### config.mk
export PLATFORM = sky130hd
export DESIGN_NAME = ssa_ctrl
export DESIGN_NICKNAME = d
export VERILOG_FILES = /design/src/hdl/ssa_pkg.sv /design/src/hdl/ssa_ctrl.sv
export SDC_FILE = /design/constraint.sdc
export NUM_CORES = 1
export LEC_CHECK = 0
export CAP_MARGIN = 25
export CORE_AREA = 2 2 39 41
export DETAILED_ROUTE_END_ITERATION = 8
export DIE_AREA = 0 0 41 43
export DONT_BUFFER_PORTS = 1
export HOLD_SLACK_MARGIN = 0.15
export PLACE_DENSITY = 0.51
export SETUP_SLACK_MARGIN = 0.15
export SKIP_CTS_REPAIR_TIMING = 1
export SYNTH_ARGS = -nofsm -noshare
export SYNTH_HDL_FRONTEND = slang
export SYNTH_SLANG_ARGS = --single-unit
### constraint.sdc
create_clock -name clk -period 1.35 [get_ports clk]
set_input_delay 0.0675 -clock clk [delete_from_list [all_inputs] [get_ports clk]]
set_output_delay 0.0675 -clock clk [all_outputs]
set_load 0.1 [all_outputs]
### src/hdl/ssa_pkg.sv
// ----------------------------------------------------------------------------
// ssa_pkg: shared types and constants for the striped slot allocator
// Payload structs, operation and status codes, controller commands.
// ----------------------------------------------------------------------------
package ssa_pkg;

  localparam int SLOTS_DEF    = 4096;
  localparam int SECTIONS_DEF = 16;

  localparam logic [1:0] OP_ALLOC  = 2'd0;
  localparam logic [1:0] OP_FREE   = 2'd1;
  localparam logic [1:0] OP_REINIT = 2'd2;

  localparam logic [1:0] ST_DONE    = 2'd0;
  localparam logic [1:0] ST_FULL    = 2'd1;
  localparam logic [1:0] ST_IGNORED = 2'd2;

  typedef struct packed {
    logic [1:0]  operation;
    logic [15:0] context_id;
    logic [11:0] slot;
  } ssa_in_t;

  typedef struct packed {
    logic [1:0]  status;
    logic [11:0] granted_slot;
    logic [12:0] slots_in_use;
    logic        has_room;
  } ssa_out_t;

  // commands from controller to datapath
  typedef struct packed {
    logic load;      // capture input item
    logic clr_step;  // clear one occupancy bit
    logic sec_step;  // look at the next section
    logic grant;     // grant hinted slot
    logic scan_step; // test one candidate slot
    logic do_free;   // apply free
    logic finish;    // build result
  } ssa_cmd_t;

  // status from datapath to controller
  typedef struct packed {
    logic clr_last;
    logic init_busy;  // clear pass after reset still running
    logic is_alloc;
    logic is_free;
    logic is_reinit;
    logic full_now;   // used count at capacity
    logic sec_ok;     // current section has a valid free hint
    logic sec_last;   // all sections tried
    logic scan_hit;   // candidate free, or scan exhausted
    logic rd_ok;      // occupancy read data valid
  } ssa_sts_t;

endpackage

### src/hdl/ssa_ctrl.sv
// ----------------------------------------------------------------------------
// ssa_ctrl: allocator sequencer
// Walks the clear pass, the section rotation and the hint scan.
// ----------------------------------------------------------------------------
module ssa_ctrl import ssa_pkg::*; (
  input  logic     clk,
  input  logic     rst_n,
  input  logic     in_valid,
  output logic     in_ready,
  output logic     out_valid,
  input  logic     out_ready,
  input  ssa_sts_t sts,
  output ssa_cmd_t cmd
);

  localparam logic [2:0] S_IDLE  = 3'd0;
  localparam logic [2:0] S_DISP  = 3'd1;
  localparam logic [2:0] S_CLR   = 3'd2;
  localparam logic [2:0] S_SEC   = 3'd3;
  localparam logic [2:0] S_SCAN  = 3'd5;
  localparam logic [2:0] S_FIN   = 3'd6;
  localparam logic [2:0] S_OUT   = 3'd7;

  logic [2:0] state_r, state_nxt;

  assign in_ready  = (state_r == S_IDLE);
  assign out_valid = (state_r == S_OUT);

  always_comb begin
    state_nxt = state_r;
    cmd = '0;
    case (state_r)
      S_IDLE: begin
        if (in_valid) begin
          cmd.load = 1'b1;
          state_nxt = S_DISP;
        end
      end
      S_DISP: begin
        if (sts.is_reinit) state_nxt = S_CLR;
        else if (sts.is_alloc && !sts.full_now) state_nxt = S_SEC;
        else begin
          cmd.do_free = sts.is_free;
          state_nxt = S_FIN;
        end
      end
      // clear pass; the one after reset returns straight to idle
      S_CLR: begin
        cmd.clr_step = 1'b1;
        if (sts.clr_last) state_nxt = sts.init_busy ? S_IDLE : S_FIN;
      end
      S_SEC: begin
        if (sts.sec_ok) begin
          cmd.grant = 1'b1;
          state_nxt = S_SCAN;
        end else if (sts.sec_last) state_nxt = S_FIN;
        else cmd.sec_step = 1'b1;
      end
      S_SCAN: begin
        if (sts.rd_ok) begin
          cmd.scan_step = 1'b1;
          if (sts.scan_hit) state_nxt = S_FIN;
        end
      end
      S_FIN: begin
        cmd.finish = 1'b1;
        state_nxt = S_OUT;
      end
      S_OUT: begin
        if (out_ready) state_nxt = S_IDLE;
      end
      default: state_nxt = S_IDLE;
    endcase
  end

  always_ff @(posedge clk) begin
    if (!rst_n) state_r <= S_CLR;
    else        state_r <= state_nxt;
  end

endmodule

; Yosys cells after proc, flatten, opt, wreduce, memory -nomap -nowiden
; Cells that the tools add are included.
[totals]
regBits = 3
in_bits = 14
out_inout_bits = 9
wordCells = 41
[op_classes]
n_eq_ne = 12
muxes = 24
reduce_logical = 4
[op_table]
columns = operator, n
row1 = 2-to-1 mux 3 bit, 10
row2 = case mux 3 bit (7 select lines), 1
row3 = 2-to-1 mux 1 bit, 12
row4 = == test 3 bit (second input constant), 3
row5 = inequality test 2 bit (second input constant), 4
row6 = == test 3 x 2 -> 1 bit (second input constant), 2
row7 = AND reduction 6 bit, 1
row8 = == test 3 x 1 -> 1 bit (second input constant), 1
row9 = zero test 3 bit, 1
row10 = inequality test 3 bit (second input constant), 1
row11 = 2-to-1 mux 2 bit, 1
row12 = inequality test 2 x 1 -> 1 bit (second input constant), 1
row13 = logical AND 1 bit, 1
row14 = zero test 1 bit, 1

; Logic depth before layout (Yosys ltp)
; Gate-level depths: netlist (run 1).
[depth]
ltp_word = 5
ltp_mapped = 6
ltp_nobuf = 5

; Worst setup path after synthesis (run 1)
; No wires, ideal clock.
[synth_timing]
kind = reg-to-output
from = register state_r[2]
to = output port cmd[0] (netlist name)
arrival_ns = 2.823
required_ns = 1.283
slack_ns = -1.540
stages_incl_launch_ff = 3
path_buffers = 1
cell_sequence = dfxtp_1 > buf_2 > nor3b_1
[synth_lines]
columns = element, line_no
row1 = start: declaration, ssa_ctrl.sv:24  ; logic [2:0] state_r, state_nxt;
row2 = start signal: assignment, ssa_ctrl.sv:78  ; else state_r <= state_nxt;
row3 = end: declaration, ssa_ctrl.sv:13  ; output ssa_cmd_t cmd

==> qor.yml, run 1 <==
routing:
  route.detailed.drc: 0
  routed_wl_microns: 1240
  vias: 509
  drt_pass1_iterations: 2
  vias_per_cell: 5.30
  final_antenna_net_count: 0
  drt_iter0_markers: 4
  avgRoutedWirePerCell_microns: 12.9
synthesis:
  synth.area.top_cells: "dfxtp_1 (15%), a21oi_1 (5.1%), nand2b_1 (4.8%)"
  synth.net_count: 66
  syn_inst: 52
  synth_warnings: 0
  yosys.area.top_type_share_pct: 15.3
  yosysTopAreaCell: "dfxtp_1"
  yosysSeqAreaShare_pct: 15.3
  synthFlopType: "dfxtp_1"
  yosys.cell_types.count: 33
  syn_avg_cell_area_sq_um: 7.53
  netlist_area_sq_um: 392
  synthArstFlopShare_pct: 0
  synth_common_cells: "a21oi_1 (4), inv_1 (4)"
  synth_edf_count: 0
  yosys_register_bits: 3
global_route:
  grt_max_degree: 12
  track_usage_pct: 13.7
  met3_usage_pct: 2.09
  grt-ovfl-total: 0
  grt_busiest_layer: "met2"
  first_global_vias: 429
  antenna_found_initial: 0
  met2_usage_pct: 21.3
  grt_pass1_wl_microns: 1690
  met1_usage_pct: 17.7
cells_and_area:
  fillers: 124
  final-seq-area_sq_um: 71.3
  top_regs: "state_r (3)"
  drive_gt1_share_pct: 66.3
  multi_input_area_sq_um: 363
  fin_util_pct: 61.3
  antennaDiodeCount: 0
  top_register: "state_r"
  largest_reg_flops: 3
  synthToLayoutAreaGrowth_pct: 117
  nets: 95
setup_path:
  cp_data_arrival_time_ns: 1.50
  reg2reg_depth: 5
  start_kind: "flip-flop"
  required_ns: 1.28
  path_cells: "or3_4 -> buf_6 -> clkinvlp_4 -> and2_4"
  cpPeakStageDelay_ns: 0.40
  crit_fanout: 5
  critPathKind: "flip-flop to output pin"
  path_depth: 4
  crit_path_end_kind: "output pin"
  crit_family: "simple AND/OR/NAND/NOR gates"
  critPathSlowestCell: "or3_4"
  critical_path_buf_inv_count: 2
placed_design:
  port_buffers: 0
  gp_congestion: 0.886
  hpwl_microns: 912
floorplanning:
  core_sq_um: 1380
  rows: 14
  initial_core_util_pct: 28.3
  die-width_microns: 41
  die_area_sq_um: 1760
  fp.dieH_microns: 43
  ios: 23
sta:
  holdWs_ns: 0.171
  max_freq_mhz: 640
  period_share_pct: 116
  max_slew.worst_pin.slew_ns: 0.448
  fin_crit_ns: 1.56
  hold_viol: 0
  rsz0062_at_grt: "true"
  skew_ns: 0.00370
  finalSetupViolations: 10
  drv_slew: 0
  slew-limit-headroom_pct: 69.7
  timing.final.ws_setup_ns: -0.213
power:
  p_leak_nw: 0.338
  powerDensity_nw_per_um2: 2290
  ir_drop_v: 0.000881
clocking:
  cts_buffers: 3
  cts_sinks: 3
  clk_latency_ns: 0.24
  cts_max_path_buffers: 2
  cts_tree: "done"
  clock_tree.root_cell: "clkbuf_4"
  path_clk_slew_ns: 0.04
  h-tree-depth: 1
hold_path:
  worstHoldPathCells: 3
  hold_class: "primary input to flip-flop"
job:
  max_cap_viol_count: 0
status:
  outcome: "finished with violations"
  violations: "negative setup slack"
placed cells by master (no fill, tap or decap), types with 2 or more instances in the layout:
cell type,netlist,final
a21oi_1,4,4
buf_4,1,12
buf_12,0,7
o21ai_0,2,2
nor2_1,3,2
dfxtp_4,0,3
nor3_4,0,2
nand2b_1,3,3
clkbuf_4,0,3
nor3b_4,0,2
o311ai_1,2,2
nand3_2,0,2
buf_6,1,7
clkinvlp_4,0,2
dlygate4sd3_1,0,2
worst register-to-register path, cell delays in order, from the launching register on:
cell	delay, ns
dfxtp_4	0.35
buf_4	0.14
buf_6	0.13
a41o_1	0.25
o311ai_1	0.31
o41ai_2	0.12
report_power, final:
part	leakage (nW)	switching [mW]	internal [mW]
Clock	0.0150	0.0484	0.111
Combinational	0.297	0.866	0.706
Sequential	0.0263	0.0699	0.142
Total	0.338	0.985	0.959
cells by family after synthesis:
kind of cell / synth area share, %
DFF: 15.3
buffers and inverters: 12.5
and+or+nand+nor: 37.1
AOI/OAI and AO/OA: 35.1
per-layer routing:
layer | part of all wire, % | vias up | wire (microns)
met5 | 0 | - | 0
met4 | 1.1 | 0 | 14
met3 | 4.5 | 2 | 56
met2 | 52 | 13 | 650
met1 | 42 | 241 | 519
li1 | - | 253 | -
through the flow:
step / cells / setup slack [ns] / cell area [sq um] / setup TNS [ns] / power [mW]
global placement: 83 / -0.0524 / 676 / -0.116 / 1.51
CTS: 87 / -0.264 / 702 / -1.58 / 1.69
finish: 96 / -0.213 / 848 / -1.00 / 1.94
detailed placement: 83 / -0.0645 / 676 / -0.175 / 1.52
floorplan: 52 / -0.291 / 497 / -0.912 / 1.19
global route: 96 / -0.241 / 848 / -1.56 / 2.05
path summary, 6_finish.rpt:
kind,start,endpoint,slack (ns)
worst max register to register,state_r[0]$_SDFFE_PN0P_,state_r[2]$_SDFFE_PN0P_,-0.07
worst max-delay path,state_r[0]$_SDFFE_PN0P_,cmd[6],-0.21
worst min register to register,state_r[2]$_SDFFE_PN0P_,state_r[2]$_SDFFE_PN0P_,0.70
worst min-delay path,sts[8],state_r[1]$_SDFFE_PN1P_,0.17
final cells by class:
| cell class | instances | area share [%] |
|---|---|---|
| Inverter | 5 | 4.57 |
| Sequential cell | 3 | 8.41 |
| Tap cell | 16 | 2.36 |
| Multi-Input combinational cell | 40 | 42.8 |
| Timing Repair Buffer | 28 | 38.8 |
| Clock buffer | 4 | 3.10 |
(Power assumes the default switching activity.)
==> run 2, diff against run 1 <==
==> constraint.sdc (replaced) <==
create_clock -name clk -period 1.35 [get_ports clk]
set_input_delay 0.27 -clock clk [delete_from_list [all_inputs] [get_ports clk]]
set_output_delay 0.27 -clock clk [all_outputs]
set_load 0.1 [all_outputs]
==> qor.yml, run 2 (same netlist as run 1, synthesis figures left out) <==
setup_path:
  path_depth: 3
  path_cells: "or3_4 -> clkinvlp_4 -> and2_4"
  crit_family: "simple AND/OR/NAND/NOR gates"
  required_ns: 1.08
  crit_fanout: 7
  reg2reg_depth: 6
  critical_path_buf_inv_count: 1
  cpPeakStageDelay_ns: 0.41
  critPathKind: "flip-flop to output pin"
  critPathSlowestCell: "or3_4"
  cp_data_arrival_time_ns: 1.39
  start_kind: "flip-flop"
  crit_path_end_kind: "output pin"
power:
  p_int_uw: 984
  seqPwrFrac_pct: 10.4
  ir_drop_v: 0.00107
  clockPowerShare_pct: 7.9
  power.share.switching_pct: 51.0
  power_frac_comb_pct: 81.7
  p_switching_mw: 1.02
  p_leak_nw: 0.351
  powerDensity_nw_per_um2: 2300
cells_and_area:
  final_cell_mix: "buf_4 (17), buf_12 (6), buf_6 (6)"
  synthToLayoutAreaGrowth_pct: 123
  top_register: "state_r"
  postLayoutCellArea_sq_um: 873
  final_cells: 98
  antennaDiodeCount: 0
  largest_reg_flops: 3
  top_regs: "state_r (3)"
  final_common_cell: "buf_4"
  nets: 97
  drive_gt1_share_pct: 69.5
hold_path:
  hold_class: "primary input to flip-flop"
  worstHoldPathCells: 2
global_route:
  grt_pass1_wl_microns: 1870
  antenna_found_initial: 0
  grt_max_degree: 10
  first_global_vias: 446
  grt-ovfl-total: 0
  track_usage_pct: 15.1
routing:
  vias_per_cell: 5.35
  final_antenna_net_count: 0
  route.detailed.drc: 0
  drt_iter0_markers: 7
  drt_pass1_iterations: 4
  routed_wl_microns: 1390
  avgRoutedWirePerCell_microns: 14.2
  vias: 524
job:
  max_cap_viol_count: 0
sta:
  period_share_pct: 123
  slew-limit-headroom_pct: 79.0
  skew_ns: 0.00822
  fin_crit_ns: 1.66
  rsz0062_at_grt: "true"
  hold_viol: 0
  timing.final.ws_setup_ns: -0.309
  finalSetupViolations: 12
  drv_slew: 0
  max_slew.worst_pin.slew_ns: 0.315
  max_freq_mhz: 603
clocking:
  cts_buffers: 3
  cts_tree: "done"
  cts_max_path_buffers: 2
  path_clk_slew_ns: 0.04
  clock_tree.root_cell: "clkbuf_4"
  h-tree-depth: 1
  cts_sinks: 3
  clk_latency_ns: 0.23
floorplanning:
  core_sq_um: 1380
  die_area_sq_um: 1760
  ios: 23
  die-width_microns: 41
  rows: 14
  fp.dieH_microns: 43
  initial_core_util_pct: 28.3
placed_design:
  gp_congestion: 0.786
  placedInstanceArea_sq_um: 683
  hpwl_microns: 978
  dpl.cell_count: 84
  port_buffers: 0
  pre_cts_ws_ns: -0.174
status:
  violations: "negative setup slack"
  outcome: "finished with violations"
run 2: final cells by class:
cell class / count / area [sq um]
clock buffers: 4 / 26.3
repair buffers: 30 / 325
fillers: 118 / 510
flip-flops and latches: 3 / 71.3
multi-input cells: 40 / 384
well taps: 16 / 20.0
inverters: 5 / 46.3
run 2: worst register-to-register path: stages, from the launching register on:
cell      delay [ns]
dfxtp_4         0.36
or3_4           0.41
buf_4           0.15
buf_4           0.13
o22ai_4         0.19
o31ai_1         0.12
o311ai_1        0.08
run 2: final timing paths:
path	start	slack [ns]	endpoint
min reg2reg	state_r[1]$_SDFFE_PN1P_	0.69	state_r[1]$_SDFFE_PN1P_
max reg2reg	state_r[2]$_SDFFE_PN0P_	-0.18	state_r[1]$_SDFFE_PN1P_
min	rst_n	0.19	state_r[0]$_SDFFE_PN0P_
max	state_r[2]$_SDFFE_PN0P_	-0.31	cmd[6]
run 2: layer usage:
| metal | GRT usage (%) | routed length [microns] | vias up |
|---|---|---|---|
| li1 | - | - | 260 |
| met4 | 4.00 | 0 | 0 |
| met5 | 0 | 0 | - |
| met3 | 3.14 | 62 | 0 |
| met1 | 19.0 | 535 | 251 |
| met2 | 24.7 | 789 | 13 |
run 2: power groups by stage:
stage	clock (mW)	combinational, mW	sequential [mW]
global route	0.167	1.72	0.216
global placement	0	1.34	0.196
floorplan	0	1.04	0.151
finish	0.158	1.64	0.210
detailed placement	0	1.35	0.199
CTS	0.160	1.35	0.199
run 2: stage by stage:
stage / setup TNS [ns] / power (mW) / hold slack [ns] / util (%)
3_3_place_gp: -1.01 / 1.53 / 0.360 / 49.4
6_report: -2.40 / 2.01 / 0.194 / 63.1
5_1_grt: -2.90 / 2.11 / 0.215 / 63.1
3_5_place_dp: -1.19 / 1.54 / 0.368 / 49.4
4_1_cts: -3.53 / 1.71 / 0.124 / 51.3
2_1_floorplan: -2.04 / 1.19 / 0.348 / -
==> run 3, diff against run 2 <==
--- a/config.mk
+++ b/config.mk
@@ -12,5 +12,5 @@
 export DONT_BUFFER_PORTS = 1
 export HOLD_SLACK_MARGIN = 0.15
-export PLACE_DENSITY = 0.51
+export PLACE_DENSITY = 0.5
 export SETUP_SLACK_MARGIN = 0.15
 export SKIP_CTS_REPAIR_TIMING = 1
==> constraint.sdc (replaced) <==
create_clock -name clk -period 2.1 [get_ports clk]
set_input_delay 0.42 -clock clk [delete_from_list [all_inputs] [get_ports clk]]
set_output_delay 0.42 -clock clk [all_outputs]
set_load 0.05 [all_outputs]
==> qor.yml, run 3 (same netlist as run 1, synthesis figures left out) <==
cells_and_area:
  drive_gt1_share_pct: 39.7
  top_register: "state_r"
  final_cell_mix: "buf_4 (6), inv_1 (4), a21oi_1 (4)"
  nets: 73
  synthToLayoutAreaGrowth_pct: 22.0
  antennaDiodeCount: 0
  final_cells: 74
  top_regs: "state_r (3)"
  final_common_cell: "buf_4"
  largest_reg_flops: 3
power:
  fin_total_pwr_uw: 691
  seqPwrFrac_pct: 19.9
  powerDensity_nw_per_um2: 1450
  ir_drop_v: 0.000556
  p_int_uw: 322
  clockPowerShare_pct: 14.5
  power.share.switching_pct: 53.4
  p_switching_uw: 369
  p_leak_nw: 0.207
  power_frac_comb_pct: 65.5
sta:
  rsz0062_at_grt: "false"
  setup_tns_ns: 0
  hold_viol: 0
  holdWs_ns: 0.278
  finalSetupViolations: 0
  drv_slew: 0
  fin_crit_ns: 1.83
  period_share_pct: 87.0
  max_freq_mhz: 547
  slew-limit-headroom_pct: 68.2
  skew_ns: 0.00329
  max_slew.worst_pin.slew_ns: 0.478
setup_path:
  cp_data_arrival_time_ns: 1.41
  crit_path_end_kind: "output pin"
  crit_fanout: 17
  critPathSlowestCell: "or4_4"
  path_cells: "or4_4 -> clkinv_2"
  start_kind: "flip-flop"
  required_ns: 1.68
  cpPeakStageDelay_ns: 0.58
  critPathKind: "flip-flop to output pin"
clocking:
  path_clk_slew_ns: 0.04
  cts_sinks: 3
  cts_buffers: 3
  clock_tree.root_cell: "clkbuf_4"
  cts_max_path_buffers: 2
  h-tree-depth: 1
  cts_tree: "done"
  clk_latency_ns: 0.23
floorplanning:
  initial_core_util_pct: 28.3
  fp.dieH_microns: 43
  die-width_microns: 41
  core_sq_um: 1380
  ios: 23
  die_area_sq_um: 1760
  rows: 14
global_route:
  grt-ovfl-total: 0
  first_global_vias: 382
  antenna_found_initial: 0
  track_usage_pct: 13.2
  grt_pass1_wl_microns: 1560
  grt_max_degree: 18
placed_design:
  hpwl_microns: 733
  dpl.cell_count: 70
  port_buffers: 0
  gp_congestion: 0.759
routing:
  vias_per_cell: 5.55
  vias: 411
  avgRoutedWirePerCell_microns: 12.5
  drt_pass1_iterations: 4
  drt_iter0_markers: 9
  route.detailed.drc: 0
  routed_wl_microns: 925
  final_antenna_net_count: 0
hold_path:
  hold_class: "primary input to flip-flop"
job:
  max_cap_viol_count: 0
status:
  outcome: "finished clean"
## run 3: cell count changes in the layout (fill, tap and decap cells not counted), moves of 3 or more
cell and change:
buf_12 -6, buf_4 -11, buf_6 -6, dfxtp_4 -3, inv_1 +3
## run 3: worst paths after layout
path                                         startpoint                       to  slack, ns  cells after the start
worst max-delay path            state_r[2]$_SDFFE_PN0P_                   cmd[4]       0.27                      2
worst min-delay path                              rst_n  state_r[1]$_SDFFE_PN1P_       0.28                      1
worst max register to register  state_r[2]$_SDFFE_PN0P_  state_r[2]$_SDFFE_PN0P_       0.54                      4
worst min register to register  state_r[1]$_SDFFE_PN1P_  state_r[1]$_SDFFE_PN1P_       0.59                      2
## run 3: cell type report
type                            instances  area [sq um]
Fill cell                             159           906
Multi-Input combinational cell         40           304
Sequential cell                         3          62.6
Timing Repair Buffer                    6          45.0
Clock buffer                            4          26.3
Inverter                                5          20.0
Tap cell                               16          20.0
## run 3: critical path, delay by kind of cell (launching register included)
kind | cells | cell delay, ns
simple gates | 1 | 0.58
buf+inv | 1 | 0.20
flops | 1 | 0.39
## run 3: metrics by stage
step / area, sq um / util [%] / worst slack [ns]
after CTS: 475 / 34.4 / 0.146
final: 478 / 34.5 / 0.273
after global placement: 449 / 32.5 / 0.405
after detailed placement: 449 / 32.5 / 0.343
after floorplan: 413 / - / 0.165
after global routing: 478 / 34.5 / 0.209
## run 3: power groups by stage
stage	Clock, mW	Sequential [mW]	Combinational (mW)
after floorplan	0	0.0926	0.432
after global placement	0	0.135	0.457
after detailed placement	0	0.136	0.455
after CTS	0.104	0.136	0.456
after global routing	0.113	0.146	0.489
final	0.100	0.138	0.453
## run 3: routing by layer
| layer | share of wire, % | global-route usage (%) | vias to the layer above |
|---|---|---|---|
| met5 | 0 | 0 | - |
| li1 | - | - | 208 |
| met1 | 48 | 17.3 | 182 |
| met4 | 0 | 6.00 | 0 |
| met3 | 9.3 | 6.81 | 0 |
| met2 | 43 | 17.5 | 21 |
